**src/sv/rsa_pkg.sv**
```systemverilog
// Package for the running statistics accumulator.
// Holds widths, data types, the back-end state codes and reset values.
// No dependencies.
package rsa_pkg;

  localparam int SAMPLE_BITS   = 16;
  localparam int COUNT_BITS    = 16;
  localparam int MEAN_BITS     = SAMPLE_BITS + 8;
  localparam int VAR_BITS      = 2 * SAMPLE_BITS + 15;
  localparam int STD_BITS      = SAMPLE_BITS + 8;
  localparam int SUM_BITS      = SAMPLE_BITS + COUNT_BITS;
  localparam int SUMSQ_BITS    = 2 * SAMPLE_BITS + COUNT_BITS - 1;

  localparam int MAG_BITS      = SUM_BITS - 1;
  localparam int MEAN_DVD_BITS = MAG_BITS + 8;
  localparam int DIV_BITS      = SUMSQ_BITS + 16;
  localparam int DIV_CNT_BITS  = $clog2(DIV_BITS + 1);

  localparam int ROOT_STEPS    = (VAR_BITS + 1) / 2;
  localparam int ROOT_RAD_BITS = 2 * ROOT_STEPS;
  localparam int ROOT_REM_BITS = ROOT_STEPS + 2;
  localparam int ROOT_CNT_BITS = $clog2(ROOT_STEPS + 1);

  localparam int FIFO_DEPTH    = 2;
  localparam int FIFO_PTR_BITS = $clog2(FIFO_DEPTH);
  localparam int FIFO_CNT_BITS = $clog2(FIFO_DEPTH + 1);

  typedef logic signed [SAMPLE_BITS-1:0] sample_t;
  typedef logic        [COUNT_BITS-1:0]  count_t;
  typedef logic signed [SUM_BITS-1:0]    sum_t;
  typedef logic        [SUMSQ_BITS-1:0]  sumsq_t;
  typedef logic signed [MEAN_BITS-1:0]   mean_t;
  typedef logic        [VAR_BITS-1:0]    var_t;
  typedef logic        [STD_BITS-1:0]    std_t;

  typedef enum logic {
    OP_ACCUM = 1'b0,
    OP_CLEAR = 1'b1
  } opcode_t;

  typedef struct packed {
    count_t  count;
    sum_t    sum;
    sumsq_t  sumsq;
    sample_t lowest;
    sample_t highest;
    logic    dropped;
  } stat_t;

  typedef struct packed {
    logic                    start;
    logic [DIV_CNT_BITS-1:0] steps;
  } div_req_t;

  typedef enum logic [2:0] {
    BK_IDLE,
    BK_MEAN,
    BK_ESQ,
    BK_SQUARE,
    BK_DIFF,
    BK_ROOT,
    BK_DONE
  } bk_state_t;

  localparam sample_t SAMPLE_MAX = sample_t'({1'b0, {(SAMPLE_BITS-1){1'b1}}});
  localparam sample_t SAMPLE_MIN = sample_t'({1'b1, {(SAMPLE_BITS-1){1'b0}}});

  localparam stat_t STAT_EMPTY = '{
    count:   '0,
    sum:     '0,
    sumsq:   '0,
    lowest:  SAMPLE_MAX,
    highest: SAMPLE_MIN,
    dropped: 1'b0
  };

endpackage

```
**src/sv/rsa_if.sv**
```systemverilog
// Channel interfaces for the running statistics accumulator.
// rsa_in_if carries samples and commands, rsa_out_if carries results.
// Depends on rsa_pkg.
interface rsa_in_if import rsa_pkg::*; ();
  logic    valid;
  logic    ready;
  opcode_t opcode;
  sample_t sample;

  modport source (output valid, opcode, sample, input ready);
  modport sink   (input valid, opcode, sample, output ready);
endinterface

interface rsa_out_if import rsa_pkg::*; ();
  logic    valid;
  logic    ready;
  count_t  sample_count;
  mean_t   mean_q8;
  var_t    variance_q16;
  std_t    std_dev_q8;
  sample_t minimum;
  sample_t maximum;
  logic    saturated;

  modport source (output valid, sample_count, mean_q8, variance_q16, std_dev_q8,
                  minimum, maximum, saturated, input ready);
  modport sink   (input valid, sample_count, mean_q8, variance_q16, std_dev_q8,
                  minimum, maximum, saturated, output ready);
endinterface

```
**src/sv/rsa_front.sv**
```systemverilog
// Front end: accepts transactions, updates count, sums, min, max and drop flag, or clears them.
// Pushes the updated statistics snapshot into the queue.
// Depends on rsa_pkg and rsa_in_if.
module rsa_front import rsa_pkg::*; (
  input  logic     clk,
  input  logic     rst_n,
  rsa_in_if.sink   in_chan,
  input  logic     q_full,
  output logic     q_push,
  output stat_t    q_data
);

  stat_t                         st_r;
  stat_t                         st_nxt;
  logic                          accept;
  logic signed [2*SAMPLE_BITS-1:0] square;

  always_comb begin
    in_chan.ready = !q_full;
    accept        = in_chan.valid && !q_full;
    q_push        = accept;
    square        = in_chan.sample * in_chan.sample;
    st_nxt        = st_r;
    if (in_chan.opcode == OP_CLEAR) begin
      st_nxt = STAT_EMPTY;
    end else if (&st_r.count) begin
      st_nxt.dropped = 1'b1;
    end else begin
      st_nxt.count = st_r.count + 1'b1;
      st_nxt.sum   = st_r.sum + SUM_BITS'(in_chan.sample);
      st_nxt.sumsq = st_r.sumsq + SUMSQ_BITS'($unsigned(square));
      if (in_chan.sample < st_r.lowest) begin
        st_nxt.lowest = in_chan.sample;
      end
      if (in_chan.sample > st_r.highest) begin
        st_nxt.highest = in_chan.sample;
      end
    end
    q_data = st_nxt;
  end

  always_ff @(posedge clk) begin
    if (!rst_n) begin
      st_r <= STAT_EMPTY;
    end else if (accept) begin
      st_r <= st_nxt;
    end
  end

endmodule

```
**src/sv/rsa_fifo.sv**
```systemverilog
// Snapshot queue between front and back end.
// Depth FIFO_DEPTH, push and pop in the same cycle allowed.
// Depends on rsa_pkg.
module rsa_fifo import rsa_pkg::*; (
  input  logic  clk,
  input  logic  rst_n,
  input  logic  push,
  input  stat_t wr_data,
  input  logic  pop,
  output stat_t rd_data,
  output logic  full,
  output logic  empty
);

  stat_t                    mem_r [FIFO_DEPTH];
  logic [FIFO_PTR_BITS-1:0] wr_ptr_r;
  logic [FIFO_PTR_BITS-1:0] wr_ptr_nxt;
  logic [FIFO_PTR_BITS-1:0] rd_ptr_r;
  logic [FIFO_PTR_BITS-1:0] rd_ptr_nxt;
  logic [FIFO_CNT_BITS-1:0] cnt_r;
  logic [FIFO_CNT_BITS-1:0] cnt_nxt;

  always_comb begin
    full    = (cnt_r == FIFO_CNT_BITS'(FIFO_DEPTH));
    empty   = (cnt_r == '0);
    rd_data = mem_r[rd_ptr_r];
    wr_ptr_nxt = wr_ptr_r;
    rd_ptr_nxt = rd_ptr_r;
    cnt_nxt    = cnt_r;
    if (push) begin
      wr_ptr_nxt = (wr_ptr_r == FIFO_PTR_BITS'(FIFO_DEPTH - 1)) ? '0 : wr_ptr_r + 1'b1;
    end
    if (pop) begin
      rd_ptr_nxt = (rd_ptr_r == FIFO_PTR_BITS'(FIFO_DEPTH - 1)) ? '0 : rd_ptr_r + 1'b1;
    end
    if (push && !pop) begin
      cnt_nxt = cnt_r + 1'b1;
    end else if (pop && !push) begin
      cnt_nxt = cnt_r - 1'b1;
    end
  end

  always_ff @(posedge clk) begin
    if (!rst_n) begin
      wr_ptr_r <= '0;
      rd_ptr_r <= '0;
      cnt_r    <= '0;
    end else begin
      wr_ptr_r <= wr_ptr_nxt;
      rd_ptr_r <= rd_ptr_nxt;
      cnt_r    <= cnt_nxt;
    end
  end

  always_ff @(posedge clk) begin
    if (push) begin
      mem_r[wr_ptr_r] <= wr_data;
    end
  end

endmodule

```
**src/sv/rsa_div.sv**
```systemverilog
// Restoring divider, one quotient bit per cycle.
// Dividend is left aligned; steps sets how many bits are developed.
// Depends on rsa_pkg.
module rsa_div import rsa_pkg::*; (
  input  logic                clk,
  input  logic                rst_n,
  input  div_req_t            req,
  input  logic [DIV_BITS-1:0] dividend,
  input  count_t              divisor,
  output logic                done,
  output logic [DIV_BITS-1:0] quotient
);

  logic                    busy_r;
  logic                    busy_nxt;
  logic                    done_r;
  logic                    done_nxt;
  logic [DIV_CNT_BITS-1:0] cnt_r;
  logic [DIV_CNT_BITS-1:0] cnt_nxt;
  count_t                  rem_r;
  count_t                  rem_nxt;
  logic [DIV_BITS-1:0]     dvd_r;
  logic [DIV_BITS-1:0]     dvd_nxt;
  logic [DIV_BITS-1:0]     quo_r;
  logic [DIV_BITS-1:0]     quo_nxt;
  logic [COUNT_BITS:0]     trial;
  logic [COUNT_BITS:0]     diff;
  logic                    ge;

  always_comb begin
    trial    = {rem_r, dvd_r[DIV_BITS-1]};
    diff     = trial - {1'b0, divisor};
    ge       = (trial >= {1'b0, divisor});
    busy_nxt = busy_r;
    cnt_nxt  = cnt_r;
    rem_nxt  = rem_r;
    dvd_nxt  = dvd_r;
    quo_nxt  = quo_r;
    done_nxt = 1'b0;
    if (req.start) begin
      busy_nxt = 1'b1;
      cnt_nxt  = req.steps;
      rem_nxt  = '0;
      dvd_nxt  = dividend;
      quo_nxt  = '0;
    end else if (busy_r) begin
      rem_nxt = ge ? diff[COUNT_BITS-1:0] : trial[COUNT_BITS-1:0];
      dvd_nxt = {dvd_r[DIV_BITS-2:0], 1'b0};
      quo_nxt = {quo_r[DIV_BITS-2:0], ge};
      cnt_nxt = cnt_r - 1'b1;
      if (cnt_r == DIV_CNT_BITS'(1)) begin
        busy_nxt = 1'b0;
        done_nxt = 1'b1;
      end
    end
    done     = done_r;
    quotient = quo_r;
  end

  always_ff @(posedge clk) begin
    if (!rst_n) begin
      busy_r <= 1'b0;
      done_r <= 1'b0;
      cnt_r  <= '0;
    end else begin
      busy_r <= busy_nxt;
      done_r <= done_nxt;
      cnt_r  <= cnt_nxt;
    end
  end

  always_ff @(posedge clk) begin
    rem_r <= rem_nxt;
    dvd_r <= dvd_nxt;
    quo_r <= quo_nxt;
  end

endmodule

```
**src/sv/rsa_back.sv**
```systemverilog
// Back end: takes snapshots from the queue, derives mean, variance, deviation.
// Sequences the shared divider and a digit-by-digit square root; owns the result register.
// Depends on rsa_pkg, rsa_out_if and rsa_div.
module rsa_back import rsa_pkg::*; (
  input  logic      clk,
  input  logic      rst_n,
  input  logic      q_empty,
  input  stat_t     q_data,
  output logic      q_pop,
  rsa_out_if.source out_chan
);

  bk_state_t                  state_r;
  bk_state_t                  state_nxt;
  stat_t                      snap_r;
  stat_t                      snap_nxt;
  logic                       neg_r;
  logic                       neg_nxt;
  logic [MEAN_BITS-1:0]       q_r;
  logic [MEAN_BITS-1:0]       q_nxt;
  var_t                       e2_r;
  var_t                       e2_nxt;
  var_t                       m2_r;
  var_t                       m2_nxt;
  var_t                       var_r;
  var_t                       var_nxt;
  logic [ROOT_RAD_BITS-1:0]   rad_r;
  logic [ROOT_RAD_BITS-1:0]   rad_nxt;
  logic [ROOT_REM_BITS-1:0]   rrem_r;
  logic [ROOT_REM_BITS-1:0]   rrem_nxt;
  logic [ROOT_STEPS-1:0]      root_r;
  logic [ROOT_STEPS-1:0]      root_nxt;
  logic [ROOT_CNT_BITS-1:0]   step_r;
  logic [ROOT_CNT_BITS-1:0]   step_nxt;

  logic                       out_valid_r;
  logic                       out_valid_nxt;
  logic                       out_load;
  count_t                     out_count_r;
  mean_t                      out_mean_r;
  var_t                       out_var_r;
  std_t                       out_std_r;
  sample_t                    out_min_r;
  sample_t                    out_max_r;
  logic                       out_sat_r;

  div_req_t                   div_req;
  logic [DIV_BITS-1:0]        div_dvd;
  logic                       div_done;
  logic [DIV_BITS-1:0]        div_quo;

  logic [MAG_BITS-1:0]        in_mag;
  sum_t                       in_neg_sum;
  logic [DIV_BITS-1:0]        mean_dvd;
  logic [2*MEAN_BITS-1:0]     prod;
  var_t                       diff;
  logic [ROOT_REM_BITS-1:0]   rcat;
  logic [ROOT_REM_BITS-1:0]   rtrial;
  mean_t                      mean_val;

  rsa_div u_div (
    .clk      (clk),
    .rst_n    (rst_n),
    .req      (div_req),
    .dividend (div_dvd),
    .divisor  (snap_r.count),
    .done     (div_done),
    .quotient (div_quo)
  );

  always_comb begin
    state_nxt = state_r;
    snap_nxt  = snap_r;
    neg_nxt   = neg_r;
    q_nxt     = q_r;
    e2_nxt    = e2_r;
    m2_nxt    = m2_r;
    var_nxt   = var_r;
    rad_nxt   = rad_r;
    rrem_nxt  = rrem_r;
    root_nxt  = root_r;
    step_nxt  = step_r;
    q_pop     = 1'b0;
    out_load  = 1'b0;
    div_req   = '0;

    in_neg_sum = -q_data.sum;
    in_mag     = (q_data.sum < 0) ? in_neg_sum[MAG_BITS-1:0] : q_data.sum[MAG_BITS-1:0];
    mean_dvd   = DIV_BITS'({in_mag, 8'b0}) << (DIV_BITS - MEAN_DVD_BITS);
    div_dvd    = {snap_r.sumsq, 16'b0};
    prod       = q_r * q_r;
    diff       = (e2_r > m2_r) ? e2_r - m2_r : '0;
    rcat       = {rrem_r[ROOT_REM_BITS-3:0], rad_r[ROOT_RAD_BITS-1 -: 2]};
    rtrial     = {root_r, 2'b01};
    mean_val   = neg_r ? -mean_t'(q_r) : mean_t'(q_r);

    out_valid_nxt = out_valid_r && !out_chan.ready;

    case (state_r)
      BK_IDLE: begin
        if (!q_empty) begin
          q_pop    = 1'b1;
          snap_nxt = q_data;
          neg_nxt  = (q_data.sum < 0);
          if (q_data.count == '0) begin
            q_nxt     = '0;
            var_nxt   = '0;
            root_nxt  = '0;
            state_nxt = BK_DONE;
          end else begin
            div_req.start = 1'b1;
            div_req.steps = DIV_CNT_BITS'(MEAN_DVD_BITS);
            div_dvd       = mean_dvd;
            state_nxt     = BK_MEAN;
          end
        end
      end
      BK_MEAN: begin
        if (div_done) begin
          q_nxt         = div_quo[MEAN_BITS-1:0];
          div_req.start = 1'b1;
          div_req.steps = DIV_CNT_BITS'(DIV_BITS);
          state_nxt     = BK_ESQ;
        end
      end
      BK_ESQ: begin
        if (div_done) begin
          e2_nxt    = div_quo[VAR_BITS-1:0];
          state_nxt = BK_SQUARE;
        end
      end
      BK_SQUARE: begin
        m2_nxt    = prod[VAR_BITS-1:0];
        state_nxt = BK_DIFF;
      end
      BK_DIFF: begin
        var_nxt   = diff;
        rad_nxt   = ROOT_RAD_BITS'(diff);
        rrem_nxt  = '0;
        root_nxt  = '0;
        step_nxt  = ROOT_CNT_BITS'(ROOT_STEPS);
        state_nxt = BK_ROOT;
      end
      BK_ROOT: begin
        rad_nxt  = {rad_r[ROOT_RAD_BITS-3:0], 2'b00};
        step_nxt = step_r - 1'b1;
        if (rcat >= rtrial) begin
          rrem_nxt = rcat - rtrial;
          root_nxt = {root_r[ROOT_STEPS-2:0], 1'b1};
        end else begin
          rrem_nxt = rcat;
          root_nxt = {root_r[ROOT_STEPS-2:0], 1'b0};
        end
        if (step_r == ROOT_CNT_BITS'(1)) begin
          state_nxt = BK_DONE;
        end
      end
      BK_DONE: begin
        if (!out_valid_r || out_chan.ready) begin
          out_load      = 1'b1;
          out_valid_nxt = 1'b1;
          state_nxt     = BK_IDLE;
        end
      end
      default: begin
        state_nxt = BK_IDLE;
      end
    endcase

    out_chan.valid        = out_valid_r;
    out_chan.sample_count = out_count_r;
    out_chan.mean_q8      = out_mean_r;
    out_chan.variance_q16 = out_var_r;
    out_chan.std_dev_q8   = out_std_r;
    out_chan.minimum      = out_min_r;
    out_chan.maximum      = out_max_r;
    out_chan.saturated    = out_sat_r;
  end

  always_ff @(posedge clk) begin
    if (!rst_n) begin
      state_r     <= BK_IDLE;
      out_valid_r <= 1'b0;
      step_r      <= '0;
    end else begin
      state_r     <= state_nxt;
      out_valid_r <= out_valid_nxt;
      step_r      <= step_nxt;
    end
  end

  always_ff @(posedge clk) begin
    snap_r <= snap_nxt;
    neg_r  <= neg_nxt;
    q_r    <= q_nxt;
    e2_r   <= e2_nxt;
    m2_r   <= m2_nxt;
    var_r  <= var_nxt;
    rad_r  <= rad_nxt;
    rrem_r <= rrem_nxt;
    root_r <= root_nxt;
    if (out_load) begin
      out_count_r <= snap_r.count;
      out_mean_r  <= mean_val;
      out_var_r   <= var_r;
      out_std_r   <= STD_BITS'(root_r);
      out_min_r   <= snap_r.lowest;
      out_max_r   <= snap_r.highest;
      out_sat_r   <= snap_r.dropped;
    end
  end

endmodule

```
**src/sv/running_statistics_accumulator.sv**
```systemverilog
// Top level of the running statistics accumulator.
// Instantiates rsa_front, rsa_fifo and rsa_back; depends on rsa_pkg and rsa_if.
//
//   channel   direction  payload                                          accepted when
//   in_chan   input      opcode, sample                                   valid && ready
//   out_chan  output     sample_count, mean_q8, variance_q16, std_dev_q8, valid && ready
//                        minimum, maximum, saturated
//
// The front end takes one transaction per cycle while the two-entry queue has room.
// Each non-empty result needs, in the back end, a 39-step and a
// 63-step pass of the shared restoring divider, one multiply, and 24 square-root steps.
// An empty result (count zero) skips the divider and square root and goes straight to BK_DONE.
// Synchronous active-low reset clears all statistics; no clearing pass is needed.
// The result register holds its transaction while out_chan.ready is low; the back end
// keeps working on the next snapshot and waits only to load the register.
module running_statistics_accumulator import rsa_pkg::*; (
  input  logic      clk,
  input  logic      rst_n,
  rsa_in_if.sink    in_chan,
  rsa_out_if.source out_chan
);

  logic  q_push;
  logic  q_pop;
  logic  q_full;
  logic  q_empty;
  stat_t q_wr_data;
  stat_t q_rd_data;

  logic [2*STD_BITS+1:0] sd_sq;
  logic [2*STD_BITS+1:0] sd1_sq;
  logic [STD_BITS:0]     sd_plus1;

  rsa_front u_front (
    .clk     (clk),
    .rst_n   (rst_n),
    .in_chan (in_chan),
    .q_full  (q_full),
    .q_push  (q_push),
    .q_data  (q_wr_data)
  );

  rsa_fifo u_fifo (
    .clk     (clk),
    .rst_n   (rst_n),
    .push    (q_push),
    .wr_data (q_wr_data),
    .pop     (q_pop),
    .rd_data (q_rd_data),
    .full    (q_full),
    .empty   (q_empty)
  );

  rsa_back u_back (
    .clk      (clk),
    .rst_n    (rst_n),
    .q_empty  (q_empty),
    .q_data   (q_rd_data),
    .q_pop    (q_pop),
    .out_chan (out_chan)
  );

  always_comb begin
    sd_plus1 = {1'b0, out_chan.std_dev_q8} + 1'b1;
    sd_sq    = out_chan.std_dev_q8 * out_chan.std_dev_q8;
    sd1_sq   = sd_plus1 * sd_plus1;
  end

  a_empty_zero: assert property (@(posedge clk) disable iff (!rst_n)
    out_chan.valid && out_chan.sample_count == '0 |->
      out_chan.mean_q8 == '0 && out_chan.variance_q16 == '0 && out_chan.std_dev_q8 == '0)
    else $error("empty statistics report nonzero mean, variance or deviation");

  a_root_floor: assert property (@(posedge clk) disable iff (!rst_n)
    out_chan.valid |->
      sd_sq <= (2*STD_BITS+2)'(out_chan.variance_q16) &&
      sd1_sq > (2*STD_BITS+2)'(out_chan.variance_q16))
    else $error("deviation is not the floor square root of variance");

  a_min_le_max: assert property (@(posedge clk) disable iff (!rst_n)
    out_chan.valid && out_chan.sample_count != '0 |-> out_chan.minimum <= out_chan.maximum)
    else $error("minimum exceeds maximum with samples present");

  a_sat_full: assert property (@(posedge clk) disable iff (!rst_n)
    out_chan.valid && out_chan.saturated |-> &out_chan.sample_count)
    else $error("saturation reported with count below full");

endmodule
```
**src/flat_wrapper.sv**
```systemverilog
// flat-port wrapper written by rule: the top's interface ports become plain ports
module running_statistics_accumulator_flat import rsa_pkg::*;
  (clk, rst_n, in_chan_valid, in_chan_opcode, in_chan_sample, in_chan_ready, out_chan_valid, out_chan_sample_count, out_chan_mean_q8, out_chan_variance_q16, out_chan_std_dev_q8, out_chan_minimum, out_chan_maximum, out_chan_saturated, out_chan_ready);
  rsa_in_if in_chan_i ();
  rsa_out_if out_chan_i ();
  input  logic clk;
  input  logic rst_n;
  input wire logic [$bits(in_chan_i.valid)-1:0] in_chan_valid;
  input wire logic [$bits(in_chan_i.opcode)-1:0] in_chan_opcode;
  input wire logic [$bits(in_chan_i.sample)-1:0] in_chan_sample;
  output wire logic [$bits(in_chan_i.ready)-1:0] in_chan_ready;
  output wire logic [$bits(out_chan_i.valid)-1:0] out_chan_valid;
  output wire logic [$bits(out_chan_i.sample_count)-1:0] out_chan_sample_count;
  output wire logic [$bits(out_chan_i.mean_q8)-1:0] out_chan_mean_q8;
  output wire logic [$bits(out_chan_i.variance_q16)-1:0] out_chan_variance_q16;
  output wire logic [$bits(out_chan_i.std_dev_q8)-1:0] out_chan_std_dev_q8;
  output wire logic [$bits(out_chan_i.minimum)-1:0] out_chan_minimum;
  output wire logic [$bits(out_chan_i.maximum)-1:0] out_chan_maximum;
  output wire logic [$bits(out_chan_i.saturated)-1:0] out_chan_saturated;
  input wire logic [$bits(out_chan_i.ready)-1:0] out_chan_ready;
  assign in_chan_i.valid = in_chan_valid;
  assign in_chan_i.opcode = in_chan_opcode;
  assign in_chan_i.sample = in_chan_sample;
  assign in_chan_ready = in_chan_i.ready;
  assign out_chan_valid = out_chan_i.valid;
  assign out_chan_sample_count = out_chan_i.sample_count;
  assign out_chan_mean_q8 = out_chan_i.mean_q8;
  assign out_chan_variance_q16 = out_chan_i.variance_q16;
  assign out_chan_std_dev_q8 = out_chan_i.std_dev_q8;
  assign out_chan_minimum = out_chan_i.minimum;
  assign out_chan_maximum = out_chan_i.maximum;
  assign out_chan_saturated = out_chan_i.saturated;
  assign out_chan_i.ready = out_chan_ready;
  running_statistics_accumulator u_core (.clk(clk), .rst_n(rst_n), .in_chan(in_chan_i), .out_chan(out_chan_i));
endmodule
```
**config.mk**
```make
export PLATFORM = sky130hd
export DESIGN_NAME = running_statistics_accumulator_flat
export DESIGN_NICKNAME = d
export VERILOG_FILES = /design/src/sv/rsa_pkg.sv /design/src/sv/rsa_if.sv /design/src/sv/rsa_front.sv /design/src/sv/rsa_fifo.sv /design/src/sv/rsa_div.sv /design/src/sv/rsa_back.sv /design/src/sv/running_statistics_accumulator.sv /design/src/flat_wrapper.sv
export SDC_FILE = /design/constraint.sdc
export NUM_CORES = 2
export LEC_CHECK = 0
export BUFFER_PORTS_ARGS = -buffer_cell sky130_fd_sc_hd__buf_2
export CAP_MARGIN = 10
export CORE_MARGIN = 10
export CORE_UTILIZATION = 25
export CTS_CLUSTER_SIZE = 40
export DETAILED_ROUTE_END_ITERATION = 8
export GPL_TIMING_DRIVEN = 0
export PLACE_DENSITY = 0.48
export SLEW_MARGIN = 20
export SYNTH_ARGS = -nofsm -noshare
export SYNTH_HDL_FRONTEND = slang
export SYNTH_SLANG_ARGS = --single-unit
```
**constraint.sdc**
```tcl
create_clock -name clk -period 10.55 [get_ports clk]
set_input_delay 1.5825 -clock clk [delete_from_list [all_inputs] [get_ports clk]]
set_output_delay 1.5825 -clock clk [all_outputs]
set_load 0.02 [all_outputs]
```
After elaboration in Yosys (flattened, before gate mapping)
Memories as Yosys holds them, arrays and structs flattened. A register that Yosys moved wholly into a read port is not among the register bits.
Index checks and enable logic that the tools add are counted.
- output and inout bits: 146
- bits of input ports: 21
- logic and storage cells: 164
- register bits: 777
- memories kept: 1
- bits in writable memories: 256
- memories (memory ; words ; width ; read ports ; clocked after memory_dff ; wr ports ; line ; text):
    u_core.u_fifo.mem_r ; 2 ; 128 ; 1 ; 1 ; 1 ; rsa_fifo.sv:15 ; stat_t mem_r [FIFO_DEPTH];
- add/sub/neg operators: 14
- bitwise operators: 3
- $lt $le $gt $ge: 6
- eq/ne operators: 15
- mux-type cells: 58
- reduce and logical (&&, ||, !) cells: 27
- multiply operators: 2
- operators with widths (operator ; count):
    63-bit two-way mux ; 5
    47-bit two-way mux ; 3
    128-bit two-way mux ; 1
    127-bit two-way mux ; 1
    24-bit two-way mux ; 5
    24-bit case mux with 2 select lines ; 2
    48-bit case mux with 2 select lines ; 1
    47-bit case mux with 2 select lines ; 1
    24-bit case mux with 3 select lines ; 1
    16-bit two-way mux ; 3
    47-bit by 32-bit adder with 47-bit output ; 1
    47-bit greater-than comparator ; 1
    24-bit by 24-bit multiplier with 47-bit output ; 1
    47-bit subtractor ; 1
    32-bit by 16-bit adder with 32-bit output ; 1
    32-bit by 1-bit less-than comparator with 1-bit output (second input constant) ; 1
    16-bit by 16-bit multiplier with 32-bit output ; 1
    31-bit two-way mux ; 1
    31-bit negation ; 1
    26-bit >= comparator ; 1
    24-bit negation ; 1
    24-bit subtractor ; 1
    7-bit two-way mux ; 3
    3-bit case mux with 7 select lines ; 1
    other kinds (39) ; 86

Logic depth before layout (Yosys ltp)
- word-level depth: 7
- gate-level depth with buffers: 37
- mapped depth without buffers: 35

Cells and area by module
From an unflattened synthesis, not the netlist that was laid out.
- cells, all modules: 7042
- area total of the unflattened synthesis: 75008.2 µm²
- modules (own cells, without submodules) (module ; cells each ; area each (µm²) ; instances ; seq. area each (µm²)):
    rsa_back ; 3538 ; 39140.0 ; 1 ; 15224.6
    rsa_front ; 2476 ; 19486.2 ; 1 ; 2562.5
    rsa_fifo ; 420 ; 9501.6 ; 1 ; 7787.5
    rsa_div ; 608 ; 6880.3 ; 1 ; 3633.5

Worst setup path after synthesis
No wires, ideal clock.
- path kind: input -> register
- start: in in_chan_sample[12]
- end: mem u_core.u_fifo.mem_r[0][66] (netlist name) (data pin)
- required time: 10.280 ns
- setup slack: 0.913 ns
- stages: 34
- data arrival time: 9.367 ns
- buffers on the path: 3
- cell sequence: clkbuf_1 -> clkbuf_1 -> nand2_1 -> fa_1 -> fa_1 -> fa_1 -> inv_1 -> fa_1 -> fa_1 -> inv_1 -> fa_1 -> inv_1 -> ha_1 -> a21o_1 -> a21o_1 -> a21oi_1 -> a21oi_1 -> a2111oi_0 -> nor3_1 -> a21o_1 -> a21oi_1 -> xnor2_1 -> ha_1 -> a21oi_1 -> nor2b_1 -> o21ai_0 -> nand2b_1 -> or3_2 -> o22a_2 -> a221o_2 -> buf_6 -> nand3_1 -> xor2_1 -> nor2_1
- RTL lines (element ; line ; text):
    from (decl) ; flat_wrapper.sv:10 ; input wire logic [$bits(in_chan_i.sample)-1:0] in_chan_sample;
    to (decl) ; rsa_fifo.sv:15 ;

==> flow_summary.ini <==
[floorplan]
coreArea_sq_um = 288000
die_area_sq_um = 312000
io_pins = 167
die_y_um = 558
initial_core_util_pct = 25.1
dieWidth_um = 558
row_count = 197

[setup_path]
critPathSlowestCell = or4b_2
crit_path_max_incr_delay_ns = 0.61
crit_path_frequent_cell = fa_1
startpoint_type = input port
criticalPathCategory = input port to flop
startpoint = in_chan_sample[4]
cp.arrival_ns = 10.77
cp_max_fo = 11
critPathCaptureType = flop
rr_startpoint = u_core.u_back.q_r[8]
cp.required_ns = 11.07

[logic_synthesis]
synth-async-reset-ratio_pct = 0
yosys.area_share.xor_xnor_pct = 3.56
synthCells = 6787
ys_warn_count = 0
synth_edf_count = 804
synth.area.mux_share_pct = 3.80
avgSynthCellArea_sq_um = 10.7
ys_seq_area_share_pct = 39.2
synth_area_sq_um = 72500
synthSimpleGateAreaFrac_pct = 10.8
synthAdderAreaFrac_pct = 26.0
syn-num-nets = 7918
synth_cell_type_count = 88
synth_top_family_by_area = adder cells
synth_compound_area_share_pct = 9.87
synth_seq_cells = 1017
synth_flop_cell = edfxtp_1

[route]
wl_per_cell_um = 19.0
maxUsedRoutingLayer = met4
initialDrtViolationCount = 3635
via_count = 50300
wl_met3_um = 12400
drc_errors = 0
dr.pass1.iters = 5
via_per_inst = 4.58
met2RoutedLength_um = 97000
wirelength_um = 209000
ant_nets = 0
drt-met1-wl_um = 95400

[timing]
rsz0062_at_grt = false
fin_crit_ns = 10.25
finalWorstSetupSlack_ns = 0.303
tightest_slew_ns = 1.19
maxSlewHeadroom_pct = 20.9
finalSetupViolCount = 0
hold_viol = 0
drv_slew = 0
fin_skew_ns = 0.0457
period_share_pct = 97.1
clock.fmax_mhz = 97.6

[final_layout]
n_fill_cell = 30000
synthToLayoutAreaGrowth_pct = 14.3
layout.cells.most_common_list = inv_1 (1007), edfxtp_1 (804), fa_1 (661)
instances_no_fill = 11000
seqCellArea_sq_um = 28400
layout_commonest_cell = inv_1
drive_gt1_share_pct = 8.15
multiInputGateArea_sq_um = 39200
final_core_util_pct = 28.7
nets = 8231

[placement]
globalplace.congestion = 0.867
io_buffers = 165
dp.cells = 10800
preCtsSetupSlack_ns = -1.77
dp_hpwl_um = 165000

[pwr]
power_density_nw_per_um2 = 347
seqPwrFrac_pct = 21.4
p_sw_share_pct = 46.9
power_switching_w = 0.0135
p_int_w = 0.0153
pwr-share-comb_pct = 64.1
pwr-share-clk_pct = 14.5
ir_drop_v = 0.000751
p_leak_nw = 34.7

[cts]
clockBufferDepth = 3
cts.sinks = 1017
cts_inserted_buffers = 115
clk_pin_slew_ns = 0.06
tritoncts = done
hold_buffers = 0
h-tree-depth = 3
clk_latency_ns = 0.77
cts-root-buf = clkbuf_16

[run_status]
status = completed

[grt]
grt_max_degree = 57
antenna_found_initial = 9
grt_usage_pct = 13.1
grt_pass1_wl_um = 319000
grt_pass1_vias = 52000
grt_overflow = 0

[job]
cap_viol_max_count = 0

[worst_hold_path]
hold_path.class = flop to flop
holdCritStartpoint = u_core.u_back.snap_r[25]
-- repair_timing --
item / CTS / global route
resized for setup: 11 / 55
setup endpoints to repair: 47 / 45
setup buffers: 0 / 5
-- layer usage --
| metal | global-route usage, % | up-vias |
|---|---|---|
| met4 | 2.65 | 0 |
| met2 | 21.6 | 1292 |
| met1 | 18.3 | 25300 |
| met5 | 0 | - |
| li1 | - | 23400 |
| met3 | 1.99 | 241 |
-- layout make-up --
class	count	area share [%]
Buffer	272	1.36
Sequential cell	1017	34.3
Antenna cell	6	0.0181
Multi-Input combinational cell	4472	47.4
Tap cell	3781	5.71
Clock buffer	141	3.66
Clock inverter	76	1.16
Timing Repair Buffer	203	1.81
Inverter	1019	4.64
-- state kept, by name (all words and copies together), names as in the netlist, 24 cells and up, named ones only --
register	count
u_core.u_fifo.mem_r	256
u_core.u_back.rad_r	48
u_core.u_back.out_chan.std_dev_q8	24
u_core.u_back.u_div.quotient	47
u_core.u_back.e2_r	47
u_core.u_back.out_chan.variance_q16	47
u_core.u_back.out_chan.mean_q8	24
u_core.u_back.var_r	47
u_core.u_back.q_r	24
u_core.u_back.root_r	24
u_core.u_back.rrem_r	24
u_core.u_front.st_r	128
u_core.u_back.snap_r	96
u_core.u_back.u_div.dvd_r	47
u_core.u_back.m2_r	46
-- synthesized netlist by cell type, types with 29 or more instances --
| master | instances | area share (%) |
|---|---|---|
| ha_1 | 449 | 7.8 |
| xor2_1 | 110 | 1.3 |
| o21a_1 | 30 | 0.31 |
| o21ai_0 | 216 | 1.5 |
| mux2_2 | 99 | 1.5 |
| a21oi_1 | 332 | 2.3 |
| inv_1 | 1011 | 5.2 |
| a22o_1 | 30 | 0.36 |
| nor2b_1 | 36 | 0.31 |
| nand4_1 | 36 | 0.31 |
| or3_1 | 32 | 0.28 |
| nand3_1 | 65 | 0.45 |
| dfxtp_1 | 213 | 5.9 |
| nor3_1 | 68 | 0.47 |
| o21bai_1 | 38 | 0.39 |
| clkbuf_1 | 234 | 1.2 |
| o31ai_1 | 55 | 0.57 |
| a31oi_1 | 38 | 0.33 |
| buf_1 | 29 | 0.15 |
| edfxtp_1 | 804 | 33 |
| nand2b_1 | 34 | 0.29 |
| mux2i_1 | 164 | 2.3 |
| a211oi_1 | 44 | 0.46 |
| and3_1 | 50 | 0.43 |
| and2_1 | 205 | 1.8 |
| a21o_1 | 139 | 1.4 |
| fa_1 | 661 | 18 |
| xnor2_1 | 185 | 2.2 |
| nand2_1 | 619 | 3.2 |
| nor2_1 | 458 | 2.4 |
-- per-stage QoR --
stage	hold slack, ns	TNS [ns]	total power, W	instance area [sq um]
floorplan	0.400	0	0.0193	72500
global placement	0.405	-472.01	0.0243	78000
detailed placement	0.405	-72.71	0.0245	78700
CTS	0.418	0	0.0290	82700
global route	0.422	0	0.0313	82900
finish	0.417	0	0.0288	82900
-- power groups by stage --
stage	clock network, W	registers (W)	logic [W]
after floorplan	0	0.00612	0.0132
after global placement	0	0.00631	0.0180
after detailed placement	0	0.00623	0.0183
after CTS	0.00430	0.00615	0.0186
after global routing	0.00445	0.00621	0.0207
final	0.00418	0.00614	0.0184
-- final timing paths --
check | slack (ns) | cells after the start | to
max | 0.30 | 33 | u_core.u_fifo.mem_r[1][66]
min | 0.42 | 0 | u_core.u_back.out_chan.minimum[8]
min reg2reg | 0.42 | 0 | u_core.u_back.out_chan.minimum[8]
max reg2reg | 0.74 | 23 | u_core.u_back.m2_r[46]
-- kinds of logic (layout without fill, tap and decap cells) --
| family | count (synthesis) | in the layout |
|---|---|---|
| AOI/OAI and AO/OA | 1117 | 1117 |
| xor gates and xnor gates | 295 | 295 |
| adders and majority gates | 1110 | 1110 |
| buffers and inverters | 1298 | 1711 |
| DFF | 1017 | 1017 |
| muxes | 263 | 263 |
| other | 0 | 6 |
| and+or+nand+nor | 1687 | 1687 |
-- critical path: cells and delay by family --
| family | cells | cell delay [ns] |
|---|---|---|
| XOR/XNOR | 1 | 0.08 |
| AO/OA/AOI/OAI | 10 | 2.60 |
| adder cells (fa/ha/maj) | 8 | 3.58 |
| buffers and inverters | 7 | 1.17 |
| AND/OR/NAND/NOR | 7 | 1.67 |
Power figures use the tool's default switching activity.
